### config.mk
export PLATFORM = sky130hd
export DESIGN_NAME = quintic_trajectory_sampler
export DESIGN_NICKNAME = d
export VERILOG_FILES = /design/src/hw/rtl/qts_pkg.sv /design/src/hw/rtl/qts_ctrl.sv /design/src/hw/rtl/qts_dp.sv /design/src/hw/rtl/quintic_trajectory_sampler.sv
export SDC_FILE = /design/constraint.sdc
export NUM_CORES = 2
export LEC_CHECK = 0
export BUFFER_PORTS_ARGS = -buffer_cell sky130_fd_sc_hd__buf_2
export CORE_MARGIN = 3
export CORE_UTILIZATION = 40
export CTS_BUF_LIST = sky130_fd_sc_hd__clkbuf_8 sky130_fd_sc_hd__clkbuf_16
export DETAILED_ROUTE_END_ITERATION = 12
export GPL_ROUTABILITY_DRIVEN = 1
export PLACE_DENSITY = 0.67
export SYNTH_ARGS = -nofsm -noshare
export SYNTH_HDL_FRONTEND = slang
export SYNTH_SLANG_ARGS = --single-unit
### constraint.sdc
create_clock -name clk -period 23.2 [get_ports clk]
set_input_delay 3.48 -clock clk [delete_from_list [all_inputs] [get_ports clk]]
set_output_delay 3.48 -clock clk [all_outputs]
set_load 0.005 [all_outputs]
### src/hw/rtl/qts_pkg.sv
// shared types, constants and helpers of the quintic trajectory sampler
// no dependencies; imported by qts_ctrl, qts_dp and the top level
`default_nettype none

package qts_pkg;

    localparam int FRAC_BITS_DEF = 16;
    localparam int WORD_W        = 32;
    localparam int STEP_W_T      = 31;
    localparam int COUNT_W       = 16;
    localparam int LEFT_W        = 17;
    localparam int CFG_IDX_W     = 3;

    // horner steps: position 0..4, velocity 5..8, acceleration 9..11
    localparam int NUM_STEPS     = 12;
    localparam int STEP_W        = 4;

    typedef logic [STEP_W-1:0] step_t;

    localparam step_t STEP_POS_LAST = step_t'(4);
    localparam step_t STEP_VEL_LAST = step_t'(8);
    localparam step_t STEP_ACC_LAST = step_t'(NUM_STEPS - 1);

    typedef enum logic [CFG_IDX_W-1:0] {
        CFG_COEF_0     = 3'd0,
        CFG_COEF_1     = 3'd1,
        CFG_COEF_2     = 3'd2,
        CFG_COEF_3     = 3'd3,
        CFG_COEF_4     = 3'd4,
        CFG_COEF_5     = 3'd5,
        CFG_START_TIME = 3'd6,
        CFG_TIME_STEP  = 3'd7
    } cfg_idx_t;

    localparam logic ACT_RESTART = 1'b0;
    localparam logic ACT_NEXT    = 1'b1;

    // coefficient selector: raw coefficient or a scaled derivative term
    typedef enum logic [3:0] {
        CC_A0, CC_A1, CC_A2, CC_A2X2, CC_A3, CC_A3X3, CC_A3X6,
        CC_A4, CC_A4X4, CC_A4X12, CC_A5, CC_A5X5, CC_A5X20
    } coef_code_t;

    // controller to datapath commands
    typedef struct packed {
        logic  restart;
        logic  mul;
        logic  add;
        logic  load_out;
        step_t step;
    } qts_cmd_t;

    function automatic logic signed [WORD_W-1:0] sat32(input logic signed [63:0] v);
        logic signed [WORD_W-1:0] r;
        if (v > 64'sd2147483647)
            r = 32'sh7fffffff;
        else if (v < -64'sd2147483648)
            r = 32'sh80000000;
        else
            r = v[WORD_W-1:0];
        return r;
    endfunction

    // coefficient added after the product of this step
    function automatic coef_code_t add_code(input step_t s);
        coef_code_t c;
        unique case (s)
            4'd0:    c = CC_A4;
            4'd1:    c = CC_A3;
            4'd2:    c = CC_A2;
            4'd3:    c = CC_A1;
            4'd4:    c = CC_A0;
            4'd5:    c = CC_A4X4;
            4'd6:    c = CC_A3X3;
            4'd7:    c = CC_A2X2;
            4'd8:    c = CC_A1;
            4'd9:    c = CC_A4X12;
            4'd10:   c = CC_A3X6;
            4'd11:   c = CC_A2X2;
            default: c = CC_A0;
        endcase
        return c;
    endfunction

    // leading coefficient of the polynomial that starts at this step
    function automatic coef_code_t lead_code(input step_t s);
        coef_code_t c;
        priority case (s)
            4'd5:    c = CC_A5X5;
            4'd9:    c = CC_A5X20;
            default: c = CC_A5;
        endcase
        return c;
    endfunction

    function automatic logic is_first(input step_t s);
        return (s == step_t'(0)) || (s == step_t'(5)) || (s == step_t'(9));
    endfunction

endpackage

`default_nettype wire

### src/hw/rtl/qts_ctrl.sv
// sequencer of the sampler: input handshake, sample counter, horner step
// counter and output valid; depends on qts_pkg
`default_nettype none

module qts_ctrl
    import qts_pkg::*;
(
    input  wire logic               clk,
    input  wire logic               rst_n,
    input  wire logic               s_tvalid,
    output logic                    s_tready,
    input  wire logic               action,
    input  wire logic [COUNT_W-1:0] sample_count,
    output logic                    m_tvalid,
    input  wire logic               m_tready,
    output logic                    m_tlast,
    output qts_cmd_t                cmd
);

    typedef enum logic [1:0] {ST_IDLE, ST_MUL, ST_ADD, ST_OUT} state_t;

    state_t             state_reg;
    step_t              step_reg;
    logic [LEFT_W-1:0]  left_reg;
    logic               valid_reg;
    logic               last_reg;

    logic accept;
    logic out_free;

    assign s_tready = (state_reg == ST_IDLE);
    assign accept   = s_tvalid && s_tready;
    assign out_free = !valid_reg || m_tready;
    assign m_tvalid = valid_reg;
    assign m_tlast  = last_reg;

    always_comb
    begin
        cmd.restart  = accept && (action == ACT_RESTART);
        cmd.mul      = (state_reg == ST_MUL);
        cmd.add      = (state_reg == ST_ADD);
        cmd.load_out = (state_reg == ST_OUT) && out_free;
        cmd.step     = step_reg;
    end

    always_ff @(posedge clk or negedge rst_n)
    begin
        if (!rst_n)
        begin
            state_reg <= ST_IDLE;
            step_reg  <= '0;
            left_reg  <= '0;
            valid_reg <= 1'b0;
            last_reg  <= 1'b0;
        end
        else
        begin
            // drained by the receiver unless a new sample lands this cycle
            if (m_tready && !cmd.load_out)
                valid_reg <= 1'b0;
            unique case (state_reg)
                ST_IDLE:
                begin
                    if (accept)
                    begin
                        if (action == ACT_RESTART)
                            left_reg <= {1'b0, sample_count} + LEFT_W'(1);
                        else if (left_reg != '0)
                        begin
                            step_reg  <= '0;
                            state_reg <= ST_MUL;
                        end
                    end
                end
                ST_MUL:
                    state_reg <= ST_ADD;
                ST_ADD:
                begin
                    if (step_reg == STEP_ACC_LAST)
                        state_reg <= ST_OUT;
                    else
                    begin
                        step_reg  <= step_reg + step_t'(1);
                        state_reg <= ST_MUL;
                    end
                end
                ST_OUT:
                begin
                    if (out_free)
                    begin
                        valid_reg <= 1'b1;
                        last_reg  <= (left_reg == LEFT_W'(1));
                        left_reg  <= left_reg - LEFT_W'(1);
                        state_reg <= ST_IDLE;
                    end
                end
                default:
                    state_reg <= ST_IDLE;
            endcase
        end
    end

endmodule

`default_nettype wire

### src/hw/rtl/qts_dp.sv
// datapath of the sampler: configuration registers, scaled derivative
// coefficients, shared multiplier with round and saturate, time register
// depends on qts_pkg
`default_nettype none

module qts_dp
    import qts_pkg::*;
#(
    parameter int FRAC_BITS = FRAC_BITS_DEF
)
(
    input  wire logic                 clk,
    input  wire logic                 rst_n,
    input  wire qts_cmd_t             cmd,
    input  wire logic                 cfg_we,
    input  wire logic [CFG_IDX_W-1:0] cfg_index,
    input  wire logic [WORD_W-1:0]    cfg_data,
    output logic signed [WORD_W-1:0]  sample_time,
    output logic signed [WORD_W-1:0]  position,
    output logic signed [WORD_W-1:0]  velocity,
    output logic signed [WORD_W-1:0]  acceleration
);

    logic signed [WORD_W-1:0]   a0_reg, a1_reg, a2_reg, a3_reg, a4_reg, a5_reg;
    logic signed [WORD_W-1:0]   a2x2_reg, a3x3_reg, a3x6_reg;
    logic signed [WORD_W-1:0]   a4x4_reg, a4x12_reg, a5x5_reg, a5x20_reg;
    logic signed [WORD_W-1:0]   start_reg;
    logic [STEP_W_T-1:0]        tstep_reg;
    logic signed [WORD_W-1:0]   time_reg;
    logic signed [WORD_W-1:0]   time_next;

    logic signed [63:0]         prod_reg;
    logic signed [WORD_W-1:0]   addc_reg;
    logic signed [WORD_W-1:0]   acc_reg;
    logic signed [WORD_W-1:0]   pos_hold_reg;
    logic signed [WORD_W-1:0]   vel_hold_reg;

    logic signed [WORD_W-1:0]   out_time_reg, out_pos_reg, out_vel_reg, out_acc_reg;

    logic signed [39:0]         wx;
    logic signed [WORD_W-1:0]   mul_a;
    logic signed [63:0]         horner_sum;
    logic signed [32:0]         time_sum;

    function automatic logic signed [WORD_W-1:0] coef_val(input coef_code_t c);
        logic signed [WORD_W-1:0] v;
        unique case (c)
            CC_A0:    v = a0_reg;
            CC_A1:    v = a1_reg;
            CC_A2:    v = a2_reg;
            CC_A2X2:  v = a2x2_reg;
            CC_A3:    v = a3_reg;
            CC_A3X3:  v = a3x3_reg;
            CC_A3X6:  v = a3x6_reg;
            CC_A4:    v = a4_reg;
            CC_A4X4:  v = a4x4_reg;
            CC_A4X12: v = a4x12_reg;
            CC_A5:    v = a5_reg;
            CC_A5X5:  v = a5x5_reg;
            CC_A5X20: v = a5x20_reg;
            default:  v = a0_reg;
        endcase
        return v;
    endfunction

    // write data sign extended for the scaled terms
    assign wx = {{8{cfg_data[WORD_W-1]}}, cfg_data};

    always_comb
    begin
        mul_a = is_first(cmd.step) ? coef_val(lead_code(cmd.step)) : acc_reg;
    end

    // round half up: floor shift plus the bit just below the point
    assign horner_sum = (prod_reg >>> FRAC_BITS)
                      + $signed({63'd0, prod_reg[FRAC_BITS-1]})
                      + $signed({{32{addc_reg[WORD_W-1]}}, addc_reg});

    // step is never negative, so only the upper bound can be hit
    assign time_sum  = $signed({time_reg[WORD_W-1], time_reg}) + $signed({2'b00, tstep_reg});
    assign time_next = (time_sum > 33'sd2147483647) ? 32'sh7fffffff : time_sum[WORD_W-1:0];

    always_ff @(posedge clk or negedge rst_n)
    begin
        if (!rst_n)
        begin
            a0_reg    <= '0;
            a1_reg    <= '0;
            a2_reg    <= '0;
            a3_reg    <= '0;
            a4_reg    <= '0;
            a5_reg    <= '0;
            a2x2_reg  <= '0;
            a3x3_reg  <= '0;
            a3x6_reg  <= '0;
            a4x4_reg  <= '0;
            a4x12_reg <= '0;
            a5x5_reg  <= '0;
            a5x20_reg <= '0;
            start_reg <= '0;
            tstep_reg <= STEP_W_T'(65536);
            time_reg  <= '0;
        end
        else
        begin
            if (cfg_we)
            begin
                unique case (cfg_idx_t'(cfg_index))
                    CFG_COEF_0: a0_reg <= cfg_data;
                    CFG_COEF_1: a1_reg <= cfg_data;
                    CFG_COEF_2:
                    begin
                        a2_reg   <= cfg_data;
                        a2x2_reg <= sat32(64'(wx <<< 1));
                    end
                    CFG_COEF_3:
                    begin
                        a3_reg   <= cfg_data;
                        a3x3_reg <= sat32(64'((wx <<< 1) + wx));
                        a3x6_reg <= sat32(64'((wx <<< 2) + (wx <<< 1)));
                    end
                    CFG_COEF_4:
                    begin
                        a4_reg    <= cfg_data;
                        a4x4_reg  <= sat32(64'(wx <<< 2));
                        a4x12_reg <= sat32(64'((wx <<< 3) + (wx <<< 2)));
                    end
                    CFG_COEF_5:
                    begin
                        a5_reg    <= cfg_data;
                        a5x5_reg  <= sat32(64'((wx <<< 2) + wx));
                        a5x20_reg <= sat32(64'((wx <<< 4) + (wx <<< 2)));
                    end
                    CFG_START_TIME: start_reg <= cfg_data;
                    CFG_TIME_STEP:  tstep_reg <= cfg_data[STEP_W_T-1:0];
                    default: ;
                endcase
            end
            if (cmd.restart)
                time_reg <= start_reg;
            else if (cmd.load_out)
                time_reg <= time_next;
        end
    end

    // payload registers, no reset needed
    always_ff @(posedge clk)
    begin
        if (cmd.mul)
        begin
            prod_reg <= mul_a * time_reg;
            addc_reg <= coef_val(add_code(cmd.step));
        end
        if (cmd.add)
        begin
            acc_reg <= sat32(horner_sum);
            if (cmd.step == STEP_POS_LAST)
                pos_hold_reg <= sat32(horner_sum);
            if (cmd.step == STEP_VEL_LAST)
                vel_hold_reg <= sat32(horner_sum);
        end
        if (cmd.load_out)
        begin
            out_time_reg <= time_reg;
            out_pos_reg  <= pos_hold_reg;
            out_vel_reg  <= vel_hold_reg;
            out_acc_reg  <= acc_reg;
        end
    end

    assign sample_time  = out_time_reg;
    assign position     = out_pos_reg;
    assign velocity     = out_vel_reg;
    assign acceleration = out_acc_reg;

endmodule

`default_nettype wire

### src/hw/rtl/quintic_trajectory_sampler.sv
// top level of the quintic trajectory sampler: joins the sequencer and the
// datapath; depends on qts_pkg, qts_ctrl and qts_dp
//
// usage
//   - configuration: cfg_we/cfg_index/cfg_data write one register per cycle:
//     0..5 coefficients a0..a5, 6 start time, 7 time step (all q16.16)
//   - input stream s_*: tuser is the action (0 restart, 1 next sample),
//     tdata carries the step count n, used on restart only
//   - a restart loads n+1 samples and sets the time to the start time; it
//     produces no output
//   - each next request produces one sample on m_* (time, position, velocity,
//     acceleration); tlast marks the final one; once the run is exhausted a
//     next request is taken and dropped
//   - a next request runs twelve horner steps on one shared 32x32 multiplier,
//     each a multiply, then round/add/saturate, plus the output load; no new
//     request is taken until the sample of the current one is loaded for output
//   - stall: a finished sample sits in the output register; the next request
//     is still accepted and computed, and waits only for its own output slot
//   - reset: coefficients, start time and run counters clear, time step
//     returns to 1.0, m_tvalid drops
`default_nettype none

module quintic_trajectory_sampler
    import qts_pkg::*;
#(
    parameter int FRAC_BITS = FRAC_BITS_DEF
)
(
    input  wire logic                 clk,
    input  wire logic                 rst_n,
    // configuration write port
    input  wire logic                 cfg_we,
    input  wire logic [CFG_IDX_W-1:0] cfg_index,
    input  wire logic [WORD_W-1:0]    cfg_data,
    // request stream
    input  wire logic                 s_tvalid,
    output logic                      s_tready,
    input  wire logic [COUNT_W-1:0]   s_tdata,   // [15:0] sample_count
    input  wire logic                 s_tuser,   // [0] action
    // sample stream
    output logic                      m_tvalid,
    input  wire logic                 m_tready,
    output logic [4*WORD_W-1:0]       m_tdata,   // [31:0] sample_time, [63:32] position,
                                                 // [95:64] velocity, [127:96] acceleration
    output logic                      m_tlast
);

    qts_cmd_t                  cmd;
    logic signed [WORD_W-1:0]  sample_time;
    logic signed [WORD_W-1:0]  position;
    logic signed [WORD_W-1:0]  velocity;
    logic signed [WORD_W-1:0]  acceleration;

    // sequencer: handshakes, run counter, step counter
    qts_ctrl u_ctrl (
        .clk          (clk),
        .rst_n        (rst_n),
        .s_tvalid     (s_tvalid),
        .s_tready     (s_tready),
        .action       (s_tuser),
        .sample_count (s_tdata),
        .m_tvalid     (m_tvalid),
        .m_tready     (m_tready),
        .m_tlast      (m_tlast),
        .cmd          (cmd)
    );

    // arithmetic, configuration and time keeping
    qts_dp #(
        .FRAC_BITS (FRAC_BITS)
    ) u_dp (
        .clk          (clk),
        .rst_n        (rst_n),
        .cmd          (cmd),
        .cfg_we       (cfg_we),
        .cfg_index    (cfg_index),
        .cfg_data     (cfg_data),
        .sample_time  (sample_time),
        .position     (position),
        .velocity     (velocity),
        .acceleration (acceleration)
    );

    assign m_tdata = {acceleration, velocity, position, sample_time};

endmodule

`default_nettype wire
# Yosys cells after proc, flatten, opt, wreduce, memory -nomap -nowiden
# Memories as Yosys holds them, arrays and structs flattened.
# Cells that the tools add are included.
[totals]
regBits = 856
rom_bits = 64
wordCells = 179
n_memories = 1
[mem_list]
columns = ["name", "depth", "width", "read_ports", "rd_clocked_by_memory_dff", "write_ports", "line", "source"]
rows = [
  ["(name not given)", 16, 4, 1, 0, 0, "qts_pkg.sv:67", "unique case (s)"],
]
[classes]
n_addsub = 11
multipliers = 1
n_lt_le_gt_ge = 17
n_eq_ne = 46
n_mux = 42
bitwise = 1
n_reduce_logical = 30
[ops]
columns = ["cell", "n"]
rows = [
  ["32-bit case mux with 12 select lines", 2],
  ["32-bit two-way mux", 20],
  ["64-bit by 32-bit > comparator with 1-bit output (second input constant)", 6],
  ["64-bit by 32-bit < comparator with 1-bit output (second input constant)", 6],
  ["33-bit by 32-bit > comparator with 1-bit output (second input constant)", 2],
  ["32-bit by 32-bit multiplier with 64-bit output", 1],
  ["4-bit equality test (second input constant)", 13],
  ["17-bit two-way mux", 3],
  ["49-bit by 32-bit adder with 50-bit output", 1],
  ["48-bit by 2-bit adder with 49-bit output", 1],
  ["4-bit by 3-bit equality test with 1-bit output (second input constant)", 10],
  ["36-bit by 34-bit adder with 37-bit output", 1],
  ["35-bit by 34-bit adder with 36-bit output", 1],
  ["34-bit by 32-bit adder with 35-bit output", 1],
  ["34-bit by 33-bit adder with 35-bit output", 1],
  ["33-bit by 32-bit adder with 34-bit output", 1],
  ["34-bit by 32-bit > comparator with 1-bit output (second input constant)", 1],
  ["34-bit by 32-bit < comparator with 1-bit output (second input constant)", 1],
  ["17-bit case mux with 2 select lines", 1],
  ["32-bit by 32-bit adder with 33-bit output", 1],
  ["33-bit by 32-bit < comparator with 1-bit output (second input constant)", 1],
  ["2-bit AND reduction", 11],
  ["4-bit two-way mux", 5],
  ["16-bit by 1-bit adder with 17-bit output (second input constant)", 1],
  ["other kinds (28)", 56],
]

# Logic depth before layout (Yosys ltp)
[logic_depth]
word_depth = 8
depth_mapped = 40

# Cells and area by module
# A second synthesis with hierarchy kept.
[unflattened]
cells_unflattened = 7959
hier_area_um2 = 78460.2
[by_module_without_submodules]
columns = ["mod", "n_inst", "cells_each", "area_per_inst_um2", "seq_area_each_um2"]
rows = [
  ["qts_dp", 1, 7751, 76713.6, 21872.2],
  ["qts_ctrl", 1, 208, 1746.7, 625.6],
]

# Least setup slack after synthesis
# No wires, ideal clock.
[synth_path]
path_kind = "reg-to-reg"
startpoint = "register u_ctrl.step_reg[3]"
endpoint = "register u_dp.prod_reg[63], data pin"
setup_time_ps = 260
arrival_time_ps = 9355
setup_slack_ps = 13585
stages_incl_launch_ff = 39
synth_period_minus_slack_ps = 9615
cell_sequence = "dfrtp_1 buf_2 clkbuf_1 nand2b_1 clkbuf_1 clkbuf_1 buf_1 o22ai_1 nand2_1 o21ai_0 o21ai_0 clkbuf_1 and2_1 fa_1 fa_1 inv_1 fa_1 fa_1 [3 not listed] fa_1 inv_1 fa_1 inv_1 ha_1 clkbuf_1 nand4_1 or2_2 nor4_1 a32oi_1 a31oi_1 a21oi_1 o21ai_1 a41oi_1 nand2b_1 a21oi_1 a21oi_1 xnor2_1"
[synth_between]
elab_chain_len = 6
elab_cells_between_ends = 21
[synth_lines]
columns = ["element", "line", "source"]
rows = [
  ["from (decl)", "qts_ctrl.sv:23", "step_t step_reg;"],
  ["from (signal assigned)", "qts_ctrl.sv:83", "step_reg <= step_reg + step_t'(1);"],
  ["4-bit equality test / 4-bit by 3-bit equality test with 1-bit output (equally long branches)", "qts_pkg.sv:88, qts_pkg.sv:97", ""],
  ["3-bit case mux with 2 select lines", "qts_pkg.sv:88", "priority case (s)"],
  ["4-bit equality test (tied with other cells)", "qts_dp.sv:47", "unique case (c)"],
  ["32-bit case mux with 12 select lines", "qts_dp.sv:47", ""],
  ["32-bit two-way mux *", "qts_dp.sv:71", "mul_a = is_first(cmd.step) ? coef_val(lead_code(cmd.step)) : acc_reg;"],
  ["32-bit by 32-bit multiplier with 64-bit output *", "qts_dp.sv:151", "prod_reg <= mul_a * time_reg;"],
  ["to (signal assigned)", "qts_dp.sv:151", ""],
  ["to (decl)", "qts_dp.sv:32", "logic signed [63:0] prod_reg;"],
]
# Every way passes the cells marked *; elsewhere a longest branch is shown, timed or not.
# A chain may end at the register's enable or synchronous reset.

# Worst setup path in the final report
[layout_path]
startpoint = "register u_ctrl.step_reg[1]"
endpoint = "register u_dp.prod_reg[63], data pin"
# The elaborated chain is that of the path after synthesis.

==> flow_metrics.tcl <==
set metrics [dict create \
    status "completed" \
    yosysWarningCount 0 \
    slew_headroom_pct 9.527 \
    grt_pass1_vias 61820 \
    cts_tree "done" \
    nets 9300 \
    dr.pass1.iters 10 \
    vias 58860 \
    initial_core_util_pct 40.35 \
    clock.fmax_mhz 87.77 \
    critPathMaxFanout 39 \
    cap_violations 0 \
    die_w_um 447.4 \
    period_minus_slack_ps 11390 \
    wirelength_mm 246.4 \
    reg2reg_slack_ps 11810 \
    seq_area_frac_synth_pct 28.86 \
    num-fill-cells 18210 \
    period_share_pct 49.11 \
    yosys.area.top_type "fa_1" \
    finalSetupTns_ps 0 \
    synth_edf_count 305 \
    cts_max_path_buffers 3 \
    cp-start-kind "register" \
    synthCells 7887 \
    synthTopCellsByArea "fa_1, dfrtp_1, edfxtp_1" \
    drt_iter0_markers 5457 \
    htree_levels 3 \
    place_hpwl_mm 179.4 \
    syn_area_per_cell_um2 9.883 \
    crit_type "register to register" \
    clk_latency_ps 700 \
    setup-violations-final 0 \
    clock_sinks 838 \
    cts_root_buf "clkbuf_16" \
    io_pins 188 \
    mostFrequentLayoutCell "inv_1" \
    die_h_um 447.4 \
    cts_hold_buf 0 \
    drive_gt1_share_pct 9.626 \
    tightest_slew_ps 1356 \
    worst_slack_ps 11810 \
    antenna_found_initial 8 \
    rows 161 \
    hold_violations 0 \
    largest_reg_flops 49 \
    cts_setup_buffers 0 \
    grt_overflow_total 0 \
    cts-buffers-inserted 83 \
    drc 0 \
    grt_max_degree 182 \
    clk_pin_slew_worst_paths_ps 70 \
    cts_resized 0 \
    antenna_left 0 \
    slowest_delay_ps 950 \
    ys_types 98 \
    dp_slack_ps 11940 \
    cp.required_ps 23640 \
    slew_viol_final 0 \
    die_area_um2 200200 \
    grt_pass1_wl_mm 382.2 \
    synth_top_area_share_pct 27.89 \
    grt_usage_pct 24.99 \
    fin_skew_ps 29.00 \
    crit_top_cell "fa_1" \
    cpMaxStageDelayCell "o21ai_4" \
    place.port_buffers 187 \
    synth_top_flop_cell "dfrtp_1" \
    ys_ff_latch 838 \
    wire_per_inst_um 23.64 \
    area_growth_pct 8.258 \
    endpoint_kind "register" \
    place_congestion 0.9697 \
    arrival_ps 11830 \
    core_area_um2 193200 \
    synthArstFlopShare_pct 63.60 \
    final_cell_mix "inv_1, nand2_1, fa_1, dfrtp_1, and2_1" \
    syn-num-nets 9362 \
    vias_per_cell 5.646 \
    rsz0062_at_grt "false" \
    hold_path.class "register to register" \
    synth_area_um2 77950 \
]
==> metrics by stage <==
stage                     utilization (%)  cell area [um^2]  cells  hold WS (ps)
after detailed placement            42.23             81580  10270         404.5
after CTS                           43.68             84380  10420         419.6
after global routing                43.68             84380  10420         424.8
final                               43.68             84390  10420         416.2
after global placement              42.23             81580  10270         403.4
after floorplan                         -             77950   7887         400.3
==> worst paths after layout <==
path / from / endpoint / cells after the start
setup / recovery: u_ctrl.step_reg[1] / u_dp.prod_reg[63] / 33
hold / removal: u_dp.pos_hold_reg[15] / u_dp.position[15] / 0
setup reg to reg: u_ctrl.step_reg[1] / u_dp.prod_reg[63] / 33
hold reg to reg: u_dp.pos_hold_reg[15] / u_dp.position[15] / 0
max in group asynchronous: rst_n / u_ctrl.state_reg[1] / 4
min in group asynchronous: rst_n / u_dp.a3x6_reg[26] / 1
==> cell families (layout without fill, tap and decap cells) <==
| logic type | count (synthesis) | in the layout | share of synthesized area, % |
|---|---|---|---|
| other | 0 | 3 | 0 |
| xor gates and xnor gates | 197 | 197 | 2.213 |
| buffers and inverters | 1605 | 1613 | 7.889 |
| and+or+nand+nor | 2344 | 2344 | 14.20 |
| AOI/OAI and AO/OA | 1289 | 1289 | 10.80 |
| muxes | 196 | 196 | 2.812 |
| adders and majority gates | 1418 | 1418 | 33.22 |
| DFF | 838 | 838 | 28.86 |
==> area by class of cell <==
type,count,area (um^2),share of cell area [%]
diodes,3,7.507,0.008896
clock buffers,97,2292,2.716
clock inverters,58,506.7,0.6005
inverters,1150,4322,5.121
multi-input cells,5444,49730,58.93
flip-flops and latches,838,22500,26.66
well taps,2526,3161,3.745
repair buffers,308,1867,2.212
==> critical path, delay by kind of cell, from the launching register on <==
family / cells / cell delay (ps)
adders and majority gates: 10 / 4760
xor gates and xnor gates: 1 / 130
buffers and inverters: 7 / 1250
DFF: 1 / 470
and+or+nand+nor: 6 / 1360
AOI/OAI and AO/OA: 9 / 3150
==> routing by layer <==
| metal | up-vias | GRT usage (%) | part of all wire [%] | wire (um) |
|---|---|---|---|---|
| met5 | - | 0 | 0 | 0 |
| met4 | 0 | 10.00 | 4.5 | 11110 |
| met3 | 499 | 4.554 | 9.1 | 22400 |
| met2 | 2888 | 39.77 | 46 | 113600 |
| met1 | 30120 | 33.82 | 40 | 99300 |
| li1 | 25350 | - | - | - |
==> synth_stat cells (43+ instances only) <==
cell,n
xnor2_1,123
a221o_1,59
nor2_1,236
o21ai_0,273
a21o_1,137
nand2_1,1158
o22ai_1,43
inv_1,1150
nand3_1,155
clkbuf_1,415
ha_1,332
dfrtp_1,532
a221oi_1,46
nand4_1,44
xor2_1,74
a22oi_1,74
mux2_2,180
a21oi_1,379
edfxtp_1,305
fa_1,1086
and2_1,514
Power is not shown: default switching activity piles up to over one toggle a cycle in this logic, so the estimate is an artifact.
